==> src/hdl/pscr_pkg.sv <==
package pscr_pkg;

   // Field widths of one item on either channel.
   localparam int BYTE_W  = 8;
   localparam int COUNT_W = 17;

   // Largest value the output byte counter can hold.
   localparam logic [COUNT_W-1:0] COUNT_FIELD_MAX = '1;

   // Raw byte that marks two stuffing bits after two zero bytes.
   localparam logic [BYTE_W-1:0] STUFF_BYTE = 8'h02;

   // Carry occupancy in bits.
   localparam logic [2:0] PC_NONE = 3'd0;
   localparam logic [2:0] PC_TWO  = 3'd2;
   localparam logic [2:0] PC_FOUR = 3'd4;
   localparam logic [2:0] PC_SIX  = 3'd6;

   // Masks that keep the top bits of a byte.
   localparam logic [BYTE_W-1:0] MASK_TWO  = 8'hc0;
   localparam logic [BYTE_W-1:0] MASK_FOUR = 8'hf0;
   localparam logic [BYTE_W-1:0] MASK_SIX  = 8'hfc;

   // Depth of the queue between the front and back parts.
   localparam int QUEUE_DEPTH = 4;
   localparam int QUEUE_AW    = $clog2(QUEUE_DEPTH);

   // Phase of the back part while it expands one queue entry.
   typedef enum logic {
      PH_FIRST,
      PH_FLUSH
   } pscr_phase_type;

   // One classified input item, carrying up to two results.
   typedef struct packed {
      logic [BYTE_W-1:0]  byte0;
      logic               byte0_valid;
      logic [BYTE_W-1:0]  flush_byte;
      logic               flush_valid;
      logic               last;
      logic [COUNT_W-1:0] count;
   } pscr_entry_type;

   // Mask that keeps the top bits for a given carry count.
   function automatic logic [BYTE_W-1:0] keep_mask(input logic [2:0] pc);
      logic [BYTE_W-1:0] m;
      case (pc)
         PC_TWO:  m = MASK_TWO;
         PC_FOUR: m = MASK_FOUR;
         PC_SIX:  m = MASK_SIX;
         default: m = '0;
      endcase
      return m;
   endfunction

endpackage

==> src/hdl/pscr_req_if.sv <==
interface pscr_req_if;
   import pscr_pkg::*;

   logic              valid;
   logic              ready;
   logic [BYTE_W-1:0] in_byte;
   logic              is_last;

   modport source (output valid, output in_byte, output is_last, input ready);
   modport sink   (input valid, input in_byte, input is_last, output ready);
endinterface

==> src/hdl/pscr_rsp_if.sv <==
interface pscr_rsp_if;
   import pscr_pkg::*;

   logic               valid;
   logic               ready;
   logic [BYTE_W-1:0]  out_byte;
   logic               byte_valid;
   logic               end_of_packet;
   logic [COUNT_W-1:0] out_count;

   modport source (output valid, output out_byte, output byte_valid,
                   output end_of_packet, output out_count, input ready);
   modport sink   (input valid, input out_byte, input byte_valid,
                   input end_of_packet, input out_count, output ready);
endinterface

==> src/hdl/pscr_front.sv <==
module pscr_front #(
   parameter int unsigned MAX_PACKET_BYTES = 65536
) (
   input  logic                   clock,
   input  logic                   reset,
   pscr_req_if.sink               req_chan,
   input  logic                   queue_full,
   output logic                   push,
   output pscr_pkg::pscr_entry_type push_entry
);
   import pscr_pkg::*;

   // Saturation point of the output byte counter.
   localparam logic [COUNT_W-1:0] COUNT_LIMIT =
      (MAX_PACKET_BYTES < 32'(COUNT_FIELD_MAX)) ? COUNT_W'(MAX_PACKET_BYTES) : COUNT_FIELD_MAX;

   logic [BYTE_W-1:0]  older_raw_ff, older_raw_in;
   logic [BYTE_W-1:0]  newer_raw_ff, newer_raw_in;
   logic [1:0]         bytes_seen_ff, bytes_seen_in;
   logic [BYTE_W-1:0]  pending_bits_ff, pending_bits_in;
   logic [2:0]         pending_count_ff, pending_count_in;
   logic [COUNT_W-1:0] emitted_ff, emitted_in;

   logic                accept;
   logic                stuffed;
   logic [BYTE_W-1:0]   merged;
   logic [2*BYTE_W-1:0] wide_shift;
   logic [BYTE_W-1:0]   shifted;
   logic [BYTE_W-1:0]   byte0;
   logic                byte0_valid;
   logic                flush;
   logic [1:0]          puts;
   logic [COUNT_W:0]    count_sum;
   logic [COUNT_W-1:0]  count_next;

   assign req_chan.ready = !queue_full;
   assign accept = req_chan.valid && !queue_full;

   // Classify the byte and work out the repacked output and the new carry.
   always_comb begin
      stuffed = (older_raw_ff == '0) && (newer_raw_ff == '0) &&
                (req_chan.in_byte == STUFF_BYTE);
      merged = (pending_bits_ff & keep_mask(pending_count_ff)) |
               ((req_chan.in_byte & keep_mask(3'(4'd8 - {1'b0, pending_count_ff})))
                >> pending_count_ff);
      wide_shift = {{BYTE_W{1'b0}}, req_chan.in_byte} << (4'd8 - {1'b0, pending_count_ff});
      shifted = wide_shift[BYTE_W-1:0];

      byte0 = '0;
      byte0_valid = 1'b0;
      bytes_seen_in = bytes_seen_ff;
      pending_bits_in = pending_bits_ff;
      pending_count_in = pending_count_ff;

      if (bytes_seen_ff < 2'd2) begin
         byte0 = req_chan.in_byte;
         byte0_valid = 1'b1;
         bytes_seen_in = 2'(bytes_seen_ff + 2'd1);
      end else if (!stuffed) begin
         byte0_valid = 1'b1;
         if (pending_count_ff == PC_NONE) begin
            byte0 = req_chan.in_byte;
         end else begin
            byte0 = merged;
            pending_bits_in = shifted & keep_mask(pending_count_ff);
         end
      end else if (pending_count_ff == PC_NONE) begin
         // A lone stuffing byte is kept as it came in.
         pending_bits_in = req_chan.in_byte;
         pending_count_in = PC_SIX;
      end else begin
         byte0_valid = 1'b1;
         byte0 = merged;
         pending_bits_in = shifted & keep_mask(3'(pending_count_ff - PC_TWO));
         pending_count_in = 3'(pending_count_ff - PC_TWO);
      end

      flush = req_chan.is_last && (pending_count_in != PC_NONE) && (pending_bits_in != '0);

      // Saturating count of bytes put out so far.
      puts = {1'b0, byte0_valid} + {1'b0, flush};
      count_sum = {1'b0, emitted_ff} + (COUNT_W+1)'(puts);
      count_next = (count_sum > {1'b0, COUNT_LIMIT}) ? COUNT_LIMIT : count_sum[COUNT_W-1:0];

      older_raw_in = newer_raw_ff;
      newer_raw_in = req_chan.in_byte;
      emitted_in = count_next;
   end

   // Only items that produce a result are queued.
   always_comb begin
      push = accept && (byte0_valid || req_chan.is_last);
      push_entry.byte0 = byte0;
      push_entry.byte0_valid = byte0_valid;
      push_entry.flush_byte = pending_bits_in;
      push_entry.flush_valid = flush;
      push_entry.last = req_chan.is_last;
      push_entry.count = count_next;
   end

   // Packet state; the final byte returns it to the start of a packet.
   always_ff @(posedge clock) begin
      if (reset || (accept && req_chan.is_last)) begin
         older_raw_ff <= '0;
         newer_raw_ff <= '0;
         bytes_seen_ff <= '0;
         pending_bits_ff <= '0;
         pending_count_ff <= PC_NONE;
         emitted_ff <= '0;
      end else if (accept) begin
         older_raw_ff <= older_raw_in;
         newer_raw_ff <= newer_raw_in;
         bytes_seen_ff <= bytes_seen_in;
         pending_bits_ff <= pending_bits_in;
         pending_count_ff <= pending_count_in;
         emitted_ff <= emitted_in;
      end
   end

`ifndef SYNTHESIS
   // The carry is always a whole number of bit pairs, at most six.
   a_carry_even: assert property (@(posedge clock) disable iff (reset)
      (pending_count_ff[0] == 1'b0) && (pending_count_ff <= PC_SIX))
      else $error("carry count out of range");

   // The counter never passes its saturation point.
   a_count_sat: assert property (@(posedge clock) disable iff (reset)
      emitted_ff <= COUNT_LIMIT)
      else $error("output count past its limit");

   // After the final byte the packet state is back at its start.
   a_packet_end: assert property (@(posedge clock) disable iff (reset)
      (accept && req_chan.is_last) |=>
         (bytes_seen_ff == 2'd0) && (pending_count_ff == PC_NONE) && (emitted_ff == '0))
      else $error("packet state not cleared at end of packet");
`endif
endmodule

==> src/hdl/pscr_queue.sv <==
module pscr_queue (
   input  logic                    clock,
   input  logic                    reset,
   input  logic                    push,
   input  pscr_pkg::pscr_entry_type push_entry,
   output logic                    full,
   input  logic                    pop,
   output logic                    head_valid,
   output pscr_pkg::pscr_entry_type head_entry
);
   import pscr_pkg::*;

   pscr_entry_type      entries_ff [QUEUE_DEPTH];
   logic [QUEUE_AW-1:0] wr_ptr_ff, wr_ptr_in;
   logic [QUEUE_AW-1:0] rd_ptr_ff, rd_ptr_in;
   logic [QUEUE_AW:0]   fill_ff, fill_in;

   assign full = (fill_ff == (QUEUE_AW+1)'(QUEUE_DEPTH));
   assign head_valid = (fill_ff != '0);
   assign head_entry = entries_ff[rd_ptr_ff];

   // Pointer and fill level update.
   always_comb begin
      wr_ptr_in = push ? QUEUE_AW'(wr_ptr_ff + 1'b1) : wr_ptr_ff;
      rd_ptr_in = pop ? QUEUE_AW'(rd_ptr_ff + 1'b1) : rd_ptr_ff;
      fill_in = fill_ff + (QUEUE_AW+1)'(push) - (QUEUE_AW+1)'(pop);
   end

   always_ff @(posedge clock) begin
      if (reset) begin
         wr_ptr_ff <= '0;
         rd_ptr_ff <= '0;
         fill_ff <= '0;
      end else begin
         wr_ptr_ff <= wr_ptr_in;
         rd_ptr_ff <= rd_ptr_in;
         fill_ff <= fill_in;
      end
   end

   // Entry storage.
   always_ff @(posedge clock) begin
      if (push) begin
         entries_ff[wr_ptr_ff] <= push_entry;
      end
   end

`ifndef SYNTHESIS
   // The queue is never written while full.
   a_no_overflow: assert property (@(posedge clock) disable iff (reset)
      push |-> !full)
      else $error("queue written while full");

   // The queue is never read while empty.
   a_no_underflow: assert property (@(posedge clock) disable iff (reset)
      pop |-> head_valid)
      else $error("queue read while empty");
`endif
endmodule

==> src/hdl/pscr_back.sv <==
module pscr_back (
   input  logic                    clock,
   input  logic                    reset,
   input  logic                    head_valid,
   input  pscr_pkg::pscr_entry_type head_entry,
   output logic                    pop,
   pscr_rsp_if.source              rsp_chan
);
   import pscr_pkg::*;

   pscr_phase_type     phase_ff, phase_in;
   logic               rsp_valid_ff, rsp_valid_in;
   logic [BYTE_W-1:0]  out_byte_ff, out_byte_in;
   logic               byte_valid_ff, byte_valid_in;
   logic               eop_ff, eop_in;
   logic [COUNT_W-1:0] out_count_ff, out_count_in;

   logic out_free;
   logic first_exists;
   logic load;

   assign rsp_chan.valid = rsp_valid_ff;
   assign rsp_chan.out_byte = out_byte_ff;
   assign rsp_chan.byte_valid = byte_valid_ff;
   assign rsp_chan.end_of_packet = eop_ff;
   assign rsp_chan.out_count = out_count_ff;

   // Expand the head entry into its results, one per cycle while rsp_chan is not stalled.
   always_comb begin
      out_free = !rsp_valid_ff || rsp_chan.ready;
      first_exists = head_entry.byte0_valid || (head_entry.last && !head_entry.flush_valid);
      pop = 1'b0;
      load = 1'b0;
      phase_in = phase_ff;
      out_byte_in = out_byte_ff;
      byte_valid_in = byte_valid_ff;
      eop_in = eop_ff;
      out_count_in = out_count_ff;

      if (head_valid) begin
         if ((phase_ff == PH_FIRST) && first_exists) begin
            if (out_free) begin
               load = 1'b1;
               out_byte_in = head_entry.byte0_valid ? head_entry.byte0 : '0;
               byte_valid_in = head_entry.byte0_valid;
               eop_in = head_entry.last && !head_entry.flush_valid;
               out_count_in = eop_in ? head_entry.count : '0;
               if (head_entry.flush_valid) begin
                  phase_in = PH_FLUSH;
               end else begin
                  pop = 1'b1;
               end
            end
         end else if (head_entry.flush_valid) begin
            // Flush of the carry closes the packet.
            if (out_free) begin
               load = 1'b1;
               out_byte_in = head_entry.flush_byte;
               byte_valid_in = 1'b1;
               eop_in = 1'b1;
               out_count_in = head_entry.count;
               pop = 1'b1;
               phase_in = PH_FIRST;
            end
         end else begin
            pop = 1'b1;
         end
      end

      rsp_valid_in = load || (rsp_valid_ff && !rsp_chan.ready);
   end

   always_ff @(posedge clock) begin
      if (reset) begin
         phase_ff <= PH_FIRST;
         rsp_valid_ff <= 1'b0;
      end else begin
         phase_ff <= phase_in;
         rsp_valid_ff <= rsp_valid_in;
      end
   end

   // Output payload register.
   always_ff @(posedge clock) begin
      if (load) begin
         out_byte_ff <= out_byte_in;
         byte_valid_ff <= byte_valid_in;
         eop_ff <= eop_in;
         out_count_ff <= out_count_in;
      end
   end

`ifndef SYNTHESIS
   // The flush phase only exists while its entry is still queued.
   a_flush_has_head: assert property (@(posedge clock) disable iff (reset)
      (phase_ff == PH_FLUSH) |-> (head_valid && head_entry.flush_valid))
      else $error("flush phase without a flushing entry");

   // A count is only reported on the closing result.
   a_count_on_eop: assert property (@(posedge clock) disable iff (reset)
      (rsp_valid_ff && !eop_ff) |-> (out_count_ff == '0))
      else $error("count reported on a result that does not close the packet");
`endif
endmodule

==> src/hdl/pseudo_start_code_remover.sv <==
// Channel   Dir  Handshake          Payload
// req_chan  in   valid / ready      in_byte[7:0], is_last
// rsp_chan  out  valid / ready      out_byte[7:0], byte_valid, end_of_packet, out_count[16:0]
//
// One input item is taken per cycle while the queue is not full; each item is classified
// in the cycle it is taken by the front part, which holds the two-byte history and the bit carry.
// The final item of a packet can yield two results (byte and carry flush), which the
// back part delivers one after the other; a four-entry queue lies between the two parts.
// Reset is synchronous and clears all control state.
// A stall on rsp_chan fills the queue; req_chan.ready drops only when it is full.
module pseudo_start_code_remover #(
   parameter int unsigned MAX_PACKET_BYTES = 65536
) (
   input  logic       clock,
   input  logic       reset,
   pscr_req_if.sink   req_chan,
   pscr_rsp_if.source rsp_chan
);
   import pscr_pkg::*;

   logic           queue_full;
   logic           push;
   pscr_entry_type push_entry;
   logic           pop;
   logic           head_valid;
   pscr_entry_type head_entry;

   pscr_front #(
      .MAX_PACKET_BYTES(MAX_PACKET_BYTES)
   ) u_front (
      .clock      (clock),
      .reset      (reset),
      .req_chan   (req_chan),
      .queue_full (queue_full),
      .push       (push),
      .push_entry (push_entry)
   );

   pscr_queue u_queue (
      .clock      (clock),
      .reset      (reset),
      .push       (push),
      .push_entry (push_entry),
      .full       (queue_full),
      .pop        (pop),
      .head_valid (head_valid),
      .head_entry (head_entry)
   );

   pscr_back u_back (
      .clock      (clock),
      .reset      (reset),
      .head_valid (head_valid),
      .head_entry (head_entry),
      .pop        (pop),
      .rsp_chan   (rsp_chan)
   );
endmodule
==> src/flat_wrapper.sv <==
// flat-port wrapper written by rule: the top's interface ports become plain ports
module pseudo_start_code_remover_flat import pscr_pkg::*;
#(
   parameter int unsigned MAX_PACKET_BYTES = 65536
)
  (clock, reset, req_chan_valid, req_chan_in_byte, req_chan_is_last, req_chan_ready, rsp_chan_valid, rsp_chan_out_byte, rsp_chan_byte_valid, rsp_chan_end_of_packet, rsp_chan_out_count, rsp_chan_ready);
  pscr_req_if req_chan_i ();
  pscr_rsp_if rsp_chan_i ();
  input  logic clock;
  input  logic reset;
  input wire logic [$bits(req_chan_i.valid)-1:0] req_chan_valid;
  input wire logic [$bits(req_chan_i.in_byte)-1:0] req_chan_in_byte;
  input wire logic [$bits(req_chan_i.is_last)-1:0] req_chan_is_last;
  output wire logic [$bits(req_chan_i.ready)-1:0] req_chan_ready;
  output wire logic [$bits(rsp_chan_i.valid)-1:0] rsp_chan_valid;
  output wire logic [$bits(rsp_chan_i.out_byte)-1:0] rsp_chan_out_byte;
  output wire logic [$bits(rsp_chan_i.byte_valid)-1:0] rsp_chan_byte_valid;
  output wire logic [$bits(rsp_chan_i.end_of_packet)-1:0] rsp_chan_end_of_packet;
  output wire logic [$bits(rsp_chan_i.out_count)-1:0] rsp_chan_out_count;
  input wire logic [$bits(rsp_chan_i.ready)-1:0] rsp_chan_ready;
  assign req_chan_i.valid = req_chan_valid;
  assign req_chan_i.in_byte = req_chan_in_byte;
  assign req_chan_i.is_last = req_chan_is_last;
  assign req_chan_ready = req_chan_i.ready;
  assign rsp_chan_valid = rsp_chan_i.valid;
  assign rsp_chan_out_byte = rsp_chan_i.out_byte;
  assign rsp_chan_byte_valid = rsp_chan_i.byte_valid;
  assign rsp_chan_end_of_packet = rsp_chan_i.end_of_packet;
  assign rsp_chan_out_count = rsp_chan_i.out_count;
  assign rsp_chan_i.ready = rsp_chan_ready;
  pseudo_start_code_remover #(.MAX_PACKET_BYTES(MAX_PACKET_BYTES)) u_core (.clock(clock), .reset(reset), .req_chan(req_chan_i), .rsp_chan(rsp_chan_i));
endmodule
==> config.mk <==
export PLATFORM = sky130hd
export DESIGN_NAME = pseudo_start_code_remover_flat
export DESIGN_NICKNAME = d
export VERILOG_FILES = /design/src/hdl/pscr_pkg.sv /design/src/hdl/pscr_req_if.sv /design/src/hdl/pscr_rsp_if.sv /design/src/hdl/pscr_front.sv /design/src/hdl/pscr_queue.sv /design/src/hdl/pscr_back.sv /design/src/hdl/pseudo_start_code_remover.sv /design/src/flat_wrapper.sv
export SDC_FILE = /design/constraint.sdc
export NUM_CORES = 1
export LEC_CHECK = 0
export BUFFER_PORTS_ARGS = -buffer_cell sky130_fd_sc_hd__buf_4
export CAP_MARGIN = 20
export CELL_PAD_IN_SITES_DETAIL_PLACEMENT = 0
export CELL_PAD_IN_SITES_GLOBAL_PLACEMENT = 1
export CORE_MARGIN = 2
export CORE_UTILIZATION = 55
export CTS_CLUSTER_DIAMETER = 80
export DETAILED_ROUTE_END_ITERATION = 10
export GPL_TIMING_DRIVEN = 0
export PLACE_DENSITY = 0.88
export SLEW_MARGIN = 20
export SYNTH_ARGS = -nofsm -noshare
export SYNTH_HDL_FRONTEND = slang
export SYNTH_SLANG_ARGS = --single-unit
==> constraint.sdc <==
create_clock -name clock -period 9 [get_ports clock]
set_clock_uncertainty 0.05 [all_clocks]
set_input_delay 1.8 -clock clock [delete_from_list [all_inputs] [get_ports clock]]
set_output_delay 1.8 -clock clock [all_outputs]
set_load 0.02 [all_outputs]
==> results of run 1 <==
[sequential cells by signal, indices dropped and copies added, names as in the netlist, 8 cells and up, named ones only]
signal / cells
u_core.u_back.rsp_chan.out_count: 17
u_core.u_front.newer_raw_ff: 8
u_core.u_front.older_raw_ff: 8
u_core.u_front.emitted_ff: 17
u_core.u_front.pending_bits_ff: 8
u_core.u_queue.entries_ff: 144
u_core.u_back.rsp_chan.out_byte: 8
[cells by family (layout without fill, tap and decap cells)]
family	after synthesis	in the layout
adders and majority gates	15	15
AOI/OAI and AO/OA	123	123
muxes	52	52
and+or+nand+nor	268	268
buffers and inverters	75	161
xor gates and xnor gates	32	32
DFF	228	228
[stage by stage]
| stage | utilization (%) | instances | cell area [um^2] | hold WS, ps |
|---|---|---|---|---|
| 2_1_floorplan | - | 793 | 10200 | 371 |
| 3_3_place_gp | 59.8 | 1061 | 10800 | 393 |
| 3_5_place_dp | 60.3 | 1065 | 10900 | 398 |
| 4_1_cts | 64.2 | 1108 | 11600 | 400 |
| 5_1_grt | 64.2 | 1108 | 11600 | 425 |
| 6_report | 64.2 | 1108 | 11600 | 402 |
[per-layer routing]
| metal | vias to the layer above | GRT usage (%) | routed length [um] |
|---|---|---|---|
| li1 | 3106 | - | - |
| met1 | 3343 | 34.4 | 10100 |
| met2 | 230 | 37.4 | 10900 |
| met3 | 26 | 2.67 | 1370 |
| met4 | 0 | 5.48 | 339 |
| met5 | - | 0 | 0 |
[path summary, 6_finish.rpt]
check / slack [ps] / endpoint / cells after the start
worst max-delay path: 2150 / u_core.u_queue.entries_ff[1][11] / 16
worst min-delay path: 400 / u_core.u_front.older_raw_ff[1] / 2
worst max register to register: 2180 / u_core.u_queue.entries_ff[1][11] / 20
worst min register to register: 400 / u_core.u_front.older_raw_ff[1] / 2
[worst min-delay path, stage by stage (launching register included)]
cell     delay, ps
dfxtp_1        320
nand2_1         60
a21oi_1         50
[power breakdown]
group	switching, mW	internal, mW
logic	0.473	0.315
registers	0.0572	1.35
clock network	0.387	0.500
total	0.917	2.17
[placed cells by master, fill, tap and decap left out, types with 24 or more instances in the layout]
master,synthesis,layout
o21ai_0,24,24
a21oi_1,41,41
clkbuf_1,24,29
dfxtp_1,57,57
clkbuf_16,0,24
nor2b_1,28,28
edfxtp_1,171,171
nand2_1,78,78
nor2_1,64,64
mux4_2,37,37
buf_4,0,39
[layout make-up]
type | count | share of cell area, %
Sequential cell | 228 | 54.1
Multi-Input combinational cell | 490 | 31.3
Clock buffer | 30 | 5.45
Timing Repair Buffer | 43 | 3.28
Tap cell | 229 | 2.47
Buffer | 49 | 1.91
Inverter | 26 | 0.841
Clock inverter | 13 | 0.668
==> flow_summary.json, run 1 <==
{
  "run_status": "complete, no violations",
  "synth_edf_count": 171,
  "die_area_mm2": 0.0197,
  "pin_count": 42,
  "synth-xor-area-share_pct": 2.74,
  "overflow": 0,
  "p_leak_nw": 3.93,
  "critPathLaunch": "req_chan_in_byte[2]",
  "synth_common_cells": "171 x edfxtp_1, 78 x nand2_1, 64 x nor2_1",
  "fin_nets": 890,
  "hold_buffers": 0,
  "synth_area_mm2": 0.0102,
  "grt_pass1_wl_um": 36000,
  "ys.flop_type": "edfxtp_1",
  "synth_cell_types": 67,
  "dp_hpwl_um": 15400,
  "synthArstFlopShare_pct": 0,
  "tightest_slew_ps": 1080,
  "drive_gt1_share_pct": 18.1,
  "ys_ff_latch": 228,
  "yosysSeqAreaShare_pct": 61.4,
  "slowest_stage": "o31ai_1",
  "postSynthAreaPerCell_um2": 12.9,
  "port_buffers": 39,
  "seq_area_mm2": 0.00628,
  "hold_viol_final": 0,
  "cts_tree": "built",
  "ir_drop_v": 0.000135,
  "vias": 6705,
  "synthMuxAreaShare_pct": 9.65,
  "yosysTopAreaCellShare_pct": 50.2,
  "synthSimpleGateAreaFrac_pct": 13.2,
  "min_from": "u_core.u_front.newer_raw_ff[1]",
  "ctsResizeCount": 0,
  "syn_to_final_growth_pct": 13.5,
  "slew_violations": 0,
  "post_drt_wl_per_cell_um": 20.5,
  "start_util_pct": 56.6,
  "crit_type": "input pin to flop",
  "post_cts_buffers": 0,
  "period_share_pct": 76.1,
  "cp_cell_sequence": "clkbuf_1 > nor4_1 > nand4_1 > o211ai_1 > o31ai_1 > nor3_1 > a31oi_1 > fa_1 > ha_1 > and2_4 > nand4_1 > a211o_1 > a2111oi_2 > a31oi_1 > buf_2 > nor2_1",
  "place_congestion": 0.965,
  "cp_top_family": "compound AO/OA/AOI/OAI gates",
  "cts_buffers": 24,
  "via_per_inst": 6.05,
  "min_period_ps": 6850,
  "num_rows": 49,
  "die_x_um": 140,
  "synth_fa_ha_area_share_pct": 1.98,
  "p_total_mw": 3.08,
  "worstPathArrival_ps": 7080,
  "cp.required_ps": 9230,
  "dr.pass1.iters": 5,
  "core_area_mm2": 0.0181,
  "maxSlewHeadroom_pct": 27.7,
  "grt_pass1_vias": 6494,
  "antenna_found_initial": 0,
  "fin_ws_ps": 2150,
  "power_density_mw_per_mm2": 266,
  "synth.area.top_cells": "edfxtp_1 50%, dfxtp_1 11%, mux4_2 8.1%",
  "postSynthCellCount": 793,
  "fill_cells": 1295,
  "critPathBufInv": 2,
  "cp-start-kind": "input pin",
  "crit_fanout": 10,
  "pre_cts_slack_ps": 1780,
  "drt_iter0_drc": 671,
  "diodes": 0,
  "clockRootBuffer": "clkbuf_16",
  "ctsLongestPathBuffers": 3,
  "yosys.area.top_type": "edfxtp_1",
  "cap_violations": 0,
  "synth_compound_area_share_pct": 7.90,
  "cp-end-kind": "flop",
  "post-synth-top-count-cell": "edfxtp_1",
  "wl_um": 22700,
  "setup_violations": 0,
  "grtUsageTotal_pct": 23.2,
  "h-tree-depth": 1,
  "multiInputGateArea_mm2": 0.00364,
  "timing.rr.start": "u_core.u_front.pending_count_ff[0]",
  "fin_tns_setup_ps": 0,
  "max_stage_delay_ps": 940,
  "drcViolationCount": 0,
  "yosysWarningCount": 0,
  "path_clk_slew_ps": 60,
  "hold_path.class": "flop to flop",
  "cts_sinks": 228,
  "clkLatencyLatePin_ps": 510,
  "drtAntennaViolNets": 0,
  "syn_nets": 821,
  "synth_top_family_by_area": "simple AND/OR/NAND/NOR gates",
  "max_clock_freq_mhz": 146,
  "dieHeight_um": 140,
  "rsz0062_at_grt": "no",
  "grt_max_degree": 28
}
Power figures use the tool's default switching activity.
==> inputs of run 2 (changes only) <==
--- a/config.mk
+++ b/config.mk
@@ -10,11 +10,11 @@
 export CELL_PAD_IN_SITES_DETAIL_PLACEMENT = 0
 export CELL_PAD_IN_SITES_GLOBAL_PLACEMENT = 1
 export CORE_MARGIN = 2
-export CORE_UTILIZATION = 55
+export CORE_UTILIZATION = 51
 export CTS_CLUSTER_DIAMETER = 80
 export DETAILED_ROUTE_END_ITERATION = 10
 export GPL_TIMING_DRIVEN = 0
-export PLACE_DENSITY = 0.88
+export PLACE_DENSITY = 0.82
 export SLEW_MARGIN = 20
 export SYNTH_ARGS = -nofsm -noshare
 export SYNTH_HDL_FRONTEND = slang
==> constraint.sdc (replaced) <==
create_clock -name clock -period 6.5 [get_ports clock]
set_clock_uncertainty 0.05 [all_clocks]
set_input_delay 1.3 -clock clock [delete_from_list [all_inputs] [get_ports clock]]
set_output_delay 1.3 -clock clock [all_outputs]
set_load 0.02 [all_outputs]
==> run 2 against run 1 <==
Clock power increased by 57%. Global-route usage is 0.44 points lower. Utilization down 3.9 points. Final area up 1.8%. Sequential share of layout area shrank 0.96 points. Non-clock buffer count shrank 1. Largest cell class unchanged. Highest routed layer unchanged.
==> flow_summary.json, run 2 (synthesis results as in run 1) <==
{
  "run_status": "complete, no violations",
  "ir_drop_v": 0.000183,
  "p_leak_nw": 3.99,
  "worstPathArrival_ps": 6410,
  "reg2reg_depth": 19,
  "cts_sinks": 228,
  "post_cts_buffers": 0,
  "tightest_slew_ps": 935,
  "antenna_found_initial": 0,
  "p_total_mw": 4.45,
  "drtAntennaViolNets": 0,
  "max_clock_freq_mhz": 162,
  "maxSlewHeadroom_pct": 37.4,
  "cp-start-kind": "input pin",
  "hold_buffers": 0,
  "largest_reg_flops": 144,
  "drcViolationCount": 0,
  "hold_viol_final": 0,
  "core_area_mm2": 0.0196,
  "cp-end-kind": "flop",
  "dp_cells": 1101,
  "period_share_pct": 95.2,
  "hold_path.class": "flop to flop",
  "dp_hpwl_um": 16400,
  "grt_pass1_wl_um": 38000,
  "layout_commonest_cell": "edfxtp_1",
  "p_int_mw": 3.14,
  "grt_pass1_vias": 6848,
  "combPwrFrac_pct": 24.8,
  "drive_gt1_share_pct": 19.6,
  "drt_iter0_drc": 585,
  "num_rows": 51,
  "p_seq_share_pct": 44.0,
  "h-tree-depth": 1,
  "pre_cts_slack_ps": -202,
  "dr.pass1.iters": 6,
  "ctsResizeCount": 2,
  "syn_to_final_growth_pct": 15.6,
  "rsz0062_at_grt": "no",
  "ctsLongestPathBuffers": 3,
  "place_congestion": 0.924,
  "seq_area_mm2": 0.00628,
  "dieHeight_um": 146,
  "post_drt_wl_per_cell_um": 20.9,
  "fill_cells": 1513,
  "crit_fanout": 10,
  "cts_buffers": 24,
  "multiInputGateArea_mm2": 0.00368,
  "grt_max_degree": 28,
  "power_switching_mw": 1.30,
  "overflow": 0,
  "power_density_mw_per_mm2": 376,
  "pwr-share-clk_pct": 31.2,
  "vias": 6740,
  "slew_violations": 0,
  "largest_register": "u_core.u_queue.entries_ff",
  "port_buffers": 39,
  "start_util_pct": 52.2,
  "fin_nets": 889,
  "path_clk_slew_ps": 60,
  "instances_no_fill": 1145,
  "clockRootBuffer": "clkbuf_16",
  "final_cell_mix": "171 x edfxtp_1, 78 x nand2_1, 63 x nor2_1",
  "via_per_inst": 5.89,
  "die_x_um": 146,
  "setup_violations": 0,
  "cts_tree": "built",
  "wl_um": 23900,
  "clkLatencyLatePin_ps": 520,
  "pin_count": 42,
  "cap_violations": 0,
  "die_area_mm2": 0.0212,
  "fin_ws_ps": 313,
  "switching_share_pct": 29.3,
  "crit_type": "input pin to flop",
  "hold_depth": 2,
  "min_period_ps": 6190,
  "grtUsageTotal_pct": 22.8,
  "fin_tns_setup_ps": 0,
  "cp.required_ps": 6730
}
## run 2: per-stage QoR
step / util [%] / hold slack, ps / area [um^2]
CTS: 60.2 / 409 / 11800
global route: 60.3 / 433 / 11800
finish: 60.3 / 411 / 11800
floorplan: - / 371 / 10200
global placement: 55.4 / 393 / 10900
detailed placement: 56.0 / 401 / 11000
## run 2: layer usage
| metal | GRT usage (%) | wire length (um) |
|---|---|---|
| met3 | 3.42 | 1190 |
| met2 | 37.7 | 11600 |
| met5 | 0 | 0 |
| met1 | 32.2 | 10700 |
| met4 | 5.59 | 397 |
## run 2: critical path, cell delays in order
cell,delay [ps]
buf_4,150
nor4b_1,710
and2_1,330
a31oi_1,350
a2bb2oi_1,660
a31oi_2,320
fa_1,540
ha_1,310
nand2_1,140
o21ai_0,110
a211o_1,280
a2111oi_2,450
a31oi_1,200
buf_2,230
nor2_1,340
## run 2: path summary, 6_finish.rpt
path,to,slack [ps],from
setup / recovery,u_core.u_queue.entries_ff[0][11],310,req_chan_in_byte[7]
hold / removal,u_core.u_front.older_raw_ff[5],410,u_core.u_front.older_raw_ff[5]
setup reg to reg,u_core.u_queue.entries_ff[0][11],340,u_core.u_front.pending_count_ff[0]
hold reg to reg,u_core.u_front.older_raw_ff[5],410,u_core.u_front.older_raw_ff[5]
## run 2: final cells by class
type / instances / area share, %
Tap cell: 265 / 2.81
Sequential cell: 228 / 53.1
Multi-Input combinational cell: 490 / 31.1
Clock inverter: 14 / 1.40
Clock buffer: 30 / 5.45
Inverter: 26 / 0.857
Antenna cell: 1 / 0.0212
Timing Repair Buffer: 43 / 3.41
Buffer: 48 / 1.84
## run 2: power groups by stage
stage | clock network [mW] | logic (mW) | registers (mW)
3_5_place_dp | 0 | 1.11 | 1.98
6_report | 1.39 | 1.10 | 1.95
4_1_cts | 1.41 | 1.12 | 1.96
2_1_floorplan | 0 | 0.608 | 2.08
5_1_grt | 1.47 | 1.20 | 1.98
3_3_place_gp | 0 | 1.05 | 1.97
